<file path="src/design/bdlg_divider.sv">
// restoring divider, one quotient bit per cycle
`default_nettype none
module bdlg_divider #(
  parameter int NW = 19,
  parameter int DW = 11
) (
  input  wire logic          clk,
  input  wire logic          rst,
  input  wire logic          start,
  input  wire logic [NW-1:0] num,
  input  wire logic [DW-1:0] den,
  output logic               busy,
  output logic               done,
  output logic [NW-1:0]      quo
);
  localparam int CW = $clog2(NW + 1);
  logic [CW-1:0] cnt;
  logic [DW:0]   rem;
  logic [DW:0]   trial;
  logic [NW-1:0] shreg;

  assign trial = {rem[DW-1:0], shreg[NW-1]} - {1'b0, den};
  assign quo = shreg;

  always_ff @(posedge clk) begin
    if (rst) begin
      busy <= 1'b0;
      done <= 1'b0;
      cnt <= '0;
    end else if (start) begin
      busy <= 1'b1;
      done <= 1'b0;
      cnt <= CW'(NW);
      rem <= '0;
      shreg <= num;
    end else if (busy) begin
      if (!trial[DW]) begin
        rem <= trial;
        shreg <= {shreg[NW-2:0], 1'b1};
      end else begin
        rem <= {rem[DW-1:0], shreg[NW-1]};
        shreg <= {shreg[NW-2:0], 1'b0};
      end
      cnt <= cnt - 1'b1;
      busy <= (cnt != CW'(1));
      done <= (cnt == CW'(1));
    end else begin
      done <= 1'b0;
    end
  end
endmodule
`default_nettype wire

</file>
<file path="config.mk">
export PLATFORM = sky130hd
export DESIGN_NAME = bdlg_divider
export DESIGN_NICKNAME = d
export VERILOG_FILES = /design/src/design/bdlg_divider.sv
export SDC_FILE = /design/constraint.sdc
export NUM_CORES = 1
export LEC_CHECK = 0
export ABC_AREA = 1
export BUFFER_PORTS_ARGS = -buffer_cell sky130_fd_sc_hd__buf_2
export CORE_UTILIZATION = 29
export DETAILED_ROUTE_END_ITERATION = 10
export PLACE_DENSITY = 0.56
export SYNTH_ARGS = -nofsm -noshare
export SYNTH_HDL_FRONTEND = slang
export SYNTH_SLANG_ARGS = --single-unit
</file>
<file path="constraint.sdc">
create_clock -name clk -period 5.3 [get_ports clk]
set_input_delay 1.325 -clock clk [delete_from_list [all_inputs] [get_ports clk]]
set_output_delay 1.325 -clock clk [all_outputs]
set_load 0.02 [all_outputs]
</file>
Word-level counts from Yosys, hierarchy flattened
Index checks and enable logic that the tools add are counted.

word-level totals
  bits in registers = 37
  input port bits = 33
  output and inout bits = 21
  logic and storage cells = 25

operators by class
  $add $sub $neg = 2
  eq/ne operators = 2
  mux-type cells = 9
  bitwise gates (word level) = 2
  reduce and logical (&&, ||, !) cells = 4

operators by type and width
  kind                                               count
  two-way mux 19 bit                                 2
  two-way mux 11 bit                                 2
  subtractor 12 x 11 -> 12 bit                       1
  two-way mux 5 bit                                  2
  == test 5 x 1 -> 1 bit (second input constant)     1
  != test 5 x 1 -> 1 bit (second input constant)     1
  subtractor 5 x 1 -> 5 bit (second input constant)  1
  two-way mux 1 bit                                  3
  OR reduction 3 bit                                 1
  inverter 1 bit                                     2
  AND reduction 2 bit                                1
  nonzero test 2 bit                                 1
  OR reduction 2 bit                                 1

Logic depth before layout (Yosys ltp)
  depth in word-level cells = 4
  mapped depth = 14
  mapped depth without buffers = 13

Worst setup path after synthesis
Ideal clock, no wire load.

  path type = input-to-reg
  start point = input start
  end point = register shreg[0] (netlist: quo[0]), enable pin
  library setup time = 0.418 ns
  arrival = 2.671 ns
  data required time = 4.882 ns
  setup slack = 2.211 ns
  stages on the path = 2
  path through = nor2_1 -> nor2_1

on the way
  word-level cells in the longest chain between the ends = 2

RTL lines
  element                               RTL line  RTL
  from (decl)                           9         input wire logic start,
  nonzero test 2 bit (no source line)   --
  AND reduction 2 bit (no source line)  --
  to (signal assigned)                  35        shreg <= num;
  to (signal assigned)                  39        shreg <= {shreg[NW-2:0], 1'b1};
  to (signal assigned)                  42        shreg <= {shreg[NW-2:0], 1'b0};
  to (decl)                             20        logic [NW-1:0] shreg;

Every way passes these cells.
A chain may end at the register's enable or synchronous reset.

Final worst setup path
  start point = input den[2]
  end point = register rem[4], data pin

on the way
  word-level cells in the longest chain between the ends = 3

RTL lines
  element                       RTL line  RTL
  from (decl)                   11        input wire logic [DW-1:0] den,
  subtractor 12 x 11 -> 12 bit  22        assign trial = {rem[DW-1:0], shreg[NW-1]} - {1'b0, den};
  two-way mux 11 bit            37        if (!trial[DW]) begin
  two-way mux 11 bit            36        end else if (busy) begin
  to (signal assigned)          38        rem <= trial;
  to (signal assigned)          41        rem <= {rem[DW-1:0], shreg[NW-1]};
  to (decl)                     18        logic [DW:0] rem;

Every way passes these cells. The select of a mux whose other input is x is not followed.

==> results.py <==
metrics = {
    "yosys": {
        "synth_area_leaders": "edfxtp_1, nand2_1, ha_1",
        "synth_edf_count": 30,
        "async_flop_share": 0,
        "ys.flop_type": "edfxtp_1",
        "synth.most_common_cell": "nand2_1",
        "synth_top_area_share": 0.386,
        "synth.avg_cell_area_sq_um": 7.41,
        "syn_inst": 315,
        "synth.yosys.warnings": 0,
        "synth_cell_types": 25,
        "synthesis.nets": 362,
        "synth-seq-area-share": 0.446,
        "netlist_area_sq_mm": 0.00233,
        "netlist_top_cells_count": "nand2_1, inv_1, nor2_1, edfxtp_1, ha_1",
        "synth_seq_cells": 37,
        "synth_area_leader_cell": "edfxtp_1",
    },
    "floorplan": {
        "core_sq_mm": 0.00777,
        "std_cell_rows": 32,
        "die-area_sq_mm": 0.00841,
        "die_h_microns": 91.7,
        "num_io_pins": 54,
        "start_util": 0.301,
        "die_x_microns": 91.7,
    },
    "cells_and_area": {
        "fin_nets": 417,
        "drive_gt1_frac": 0.197,
        "stdcell_area_sq_mm": 0.00280,
        "final_util": 0.360,
        "n_antenna_cell": 0,
        "final_cells": 473,
        "synthToLayoutAreaGrowth_pct": 19.7,
    },
    "timing": {
        "grt_setup_unrepaired": "false",
        "fmax_ghz": 0.363,
        "whs_ns": 0.474,
        "min_period_ns": 2.76,
        "finalSetupTns_ns": 0,
        "setup_viol": 0,
        "worst_pin_slew_ns": 1.03,
        "slew_violations": 0,
        "fin_skew_ns": 0.0121,
        "hold_viol": 0,
        "fin_ws_ns": 2.54,
        "post-route-period-util": 0.520,
        "slew-limit-headroom": 0.314,
    },
    "clocking": {
        "cts_buffers": 5,
        "cts_resized": 0,
        "clkTransAtPathRegs_ns": 0.07,
        "holdBufCountCts": 0,
        "postCtsSetupRepairBufs": 0,
        "clkSinkCount": 37,
        "cts_tree": "yes",
        "cts-root-buf": "clkbuf_8",
        "clock_latency_ns": 0.29,
        "htreeDepth": 2,
        "clk_path_buf_depth": 2,
    },
    "grt": {
        "antenna_found_initial": 0,
        "grt_pass1_wl_microns": 8790,
        "grtUsageTotal": 0.131,
        "grt_remaining_overflow": 0,
        "grt_pass1_vias": 1971,
        "grt_start_max_net_pins": 34,
    },
    "setup_path": {
        "crit_type": "input pin to register",
        "arrival_ns": 2.80,
        "worst_ep_required_time_ns": 5.34,
        "crit_path_start_kind": "input pin",
        "end_kind": "register",
        "path_max_fanout": 13,
    },
    "routing": {
        "viasPerCell": 4.31,
        "antenna_left": 0,
        "avgRoutedWirePerCell_microns": 11.1,
        "vias": 2040,
        "drc": 0,
        "firstDrtPassIters": 4,
        "finalWirelength_microns": 5250,
        "dr.first_iter.drc_count": 86,
    },
    "outcome": {
        "status": "complete, no violations",
    },
    "power": {
        "irDropWorstVdd_v": 0.000141,
        "comb_power_share": 0.277,
        "powerDensity_mw_per_mm2": 279,
        "leakage_nw": 1.48,
        "switchingPower_mw": 0.250,
        "p_clk_frac": 0.263,
        "pwr-share-seq": 0.460,
        "switching_share": 0.321,
        "p_int_mw": 0.529,
        "power_mw": 0.779,
    },
    "run": {
        "drv_cap": 0,
    },
    "place": {
        "place_inst": 465,
        "hpwl_microns": 3910,
        "pre_cts_ws_ns": 2.22,
        "postPlaceCellArea_sq_mm": 0.00271,
        "portBuffers": 53,
        "place.gp.congestion": 0.823,
    },
    "min_path": {
        "hp-class": "register to register",
    },
}
==> cell families (layout without fill, tap and decap cells) <==
group / count (synthesis) / after routing / share of synthesized area
adder cells (fa/ha/maj): 14 / 14 / 0.0782
AO/OA/AOI/OAI: 14 / 14 / 0.0322
buffers and inverters: 53 / 109 / 0.0895
flip-flops: 37 / 37 / 0.446
XOR/XNOR: 6 / 6 / 0.0225
AND/OR/NAND/NOR: 191 / 191 / 0.332
==> flip-flops by register name (all words and copies together), names as in the netlist <==
signal,flops
quo,19
rem,11
cnt,5
busy,1
done,1
==> cells in the final DEF, fill, tap and decap left out <==
cell type  netlist  layout
buf_4            0       1
a31oi_1          1       1
inv_1           43      43
edfxtp_1        30      30
nand4_1          5       5
nand2_1        124     124
nand3_1         12      12
xor2_1           3       3
buf_2            2      53
o21ai_1          1       1
nand2_2          6       6
nor3_1           2       2
nand3b_1         1       1
dfxtp_1          7       7
o21ai_0          4       4
and3_1           1       1
clkbuf_1         3       2
ha_1            13      13
nor2_1          39      38
inv_2            4       4
nor2_2           0       1
nand3_2          1       1
clkbuf_8         0       6
xnor2_1          3       3
a21oi_2          1       1
fa_1             1       1
a21oi_1          7       7
==> metal layers <==
metal / vias up / routed length, microns / track usage
met2: 50 / 2270 / 0.210
li1: 1092 / - / -
met4: 0 / 65 / 0.0352
met5: - / 0 / 0
met3: 5 / 307 / 0.0357
met1: 893 / 2610 / 0.174
==> worst max-delay path, stage by stage <==
cell and delay, ns:
buf_2 0.07, inv_1 0.03, ha_1 0.37, nand2_1 0.13, nand3_1 0.16, nand2_1 0.17
nand4_1 0.11, nand2_2 0.23, nand2_1 0.08, nand2_1 0.06, nor2_1 0.06
==> layout make-up <==
type                    instances  area, sq um
clock buffers                   8         90.1
flip-flops and latches         37         1040
repair buffers                 54          273
fillers                       869         4970
inverters                      47          176
multi-input cells             225         1090
well taps                     102          128
==> power by group through the flow <==
stage               Clock (mW)  Sequential [mW]  Combinational (mW)
floorplan                    0            0.375               0.150
global placement             0            0.364               0.215
detailed placement           0            0.364               0.217
CTS                      0.212            0.358               0.218
global route             0.222            0.361               0.250
finish                   0.205            0.358               0.216
==> final timing paths <==
kind / slack [ns] / from / cells past startpoint / to
worst max-delay path: 2.54 / den[2] / 11 / rem[4]
worst min-delay path: 0.47 / cnt[4] / 2 / cnt[4]
worst max register to register: 3.26 / quo[18] / 12 / rem[8]
worst min register to register: 0.47 / cnt[4] / 2 / cnt[4]
Note: power is estimated with default switching activity, not from simulation.
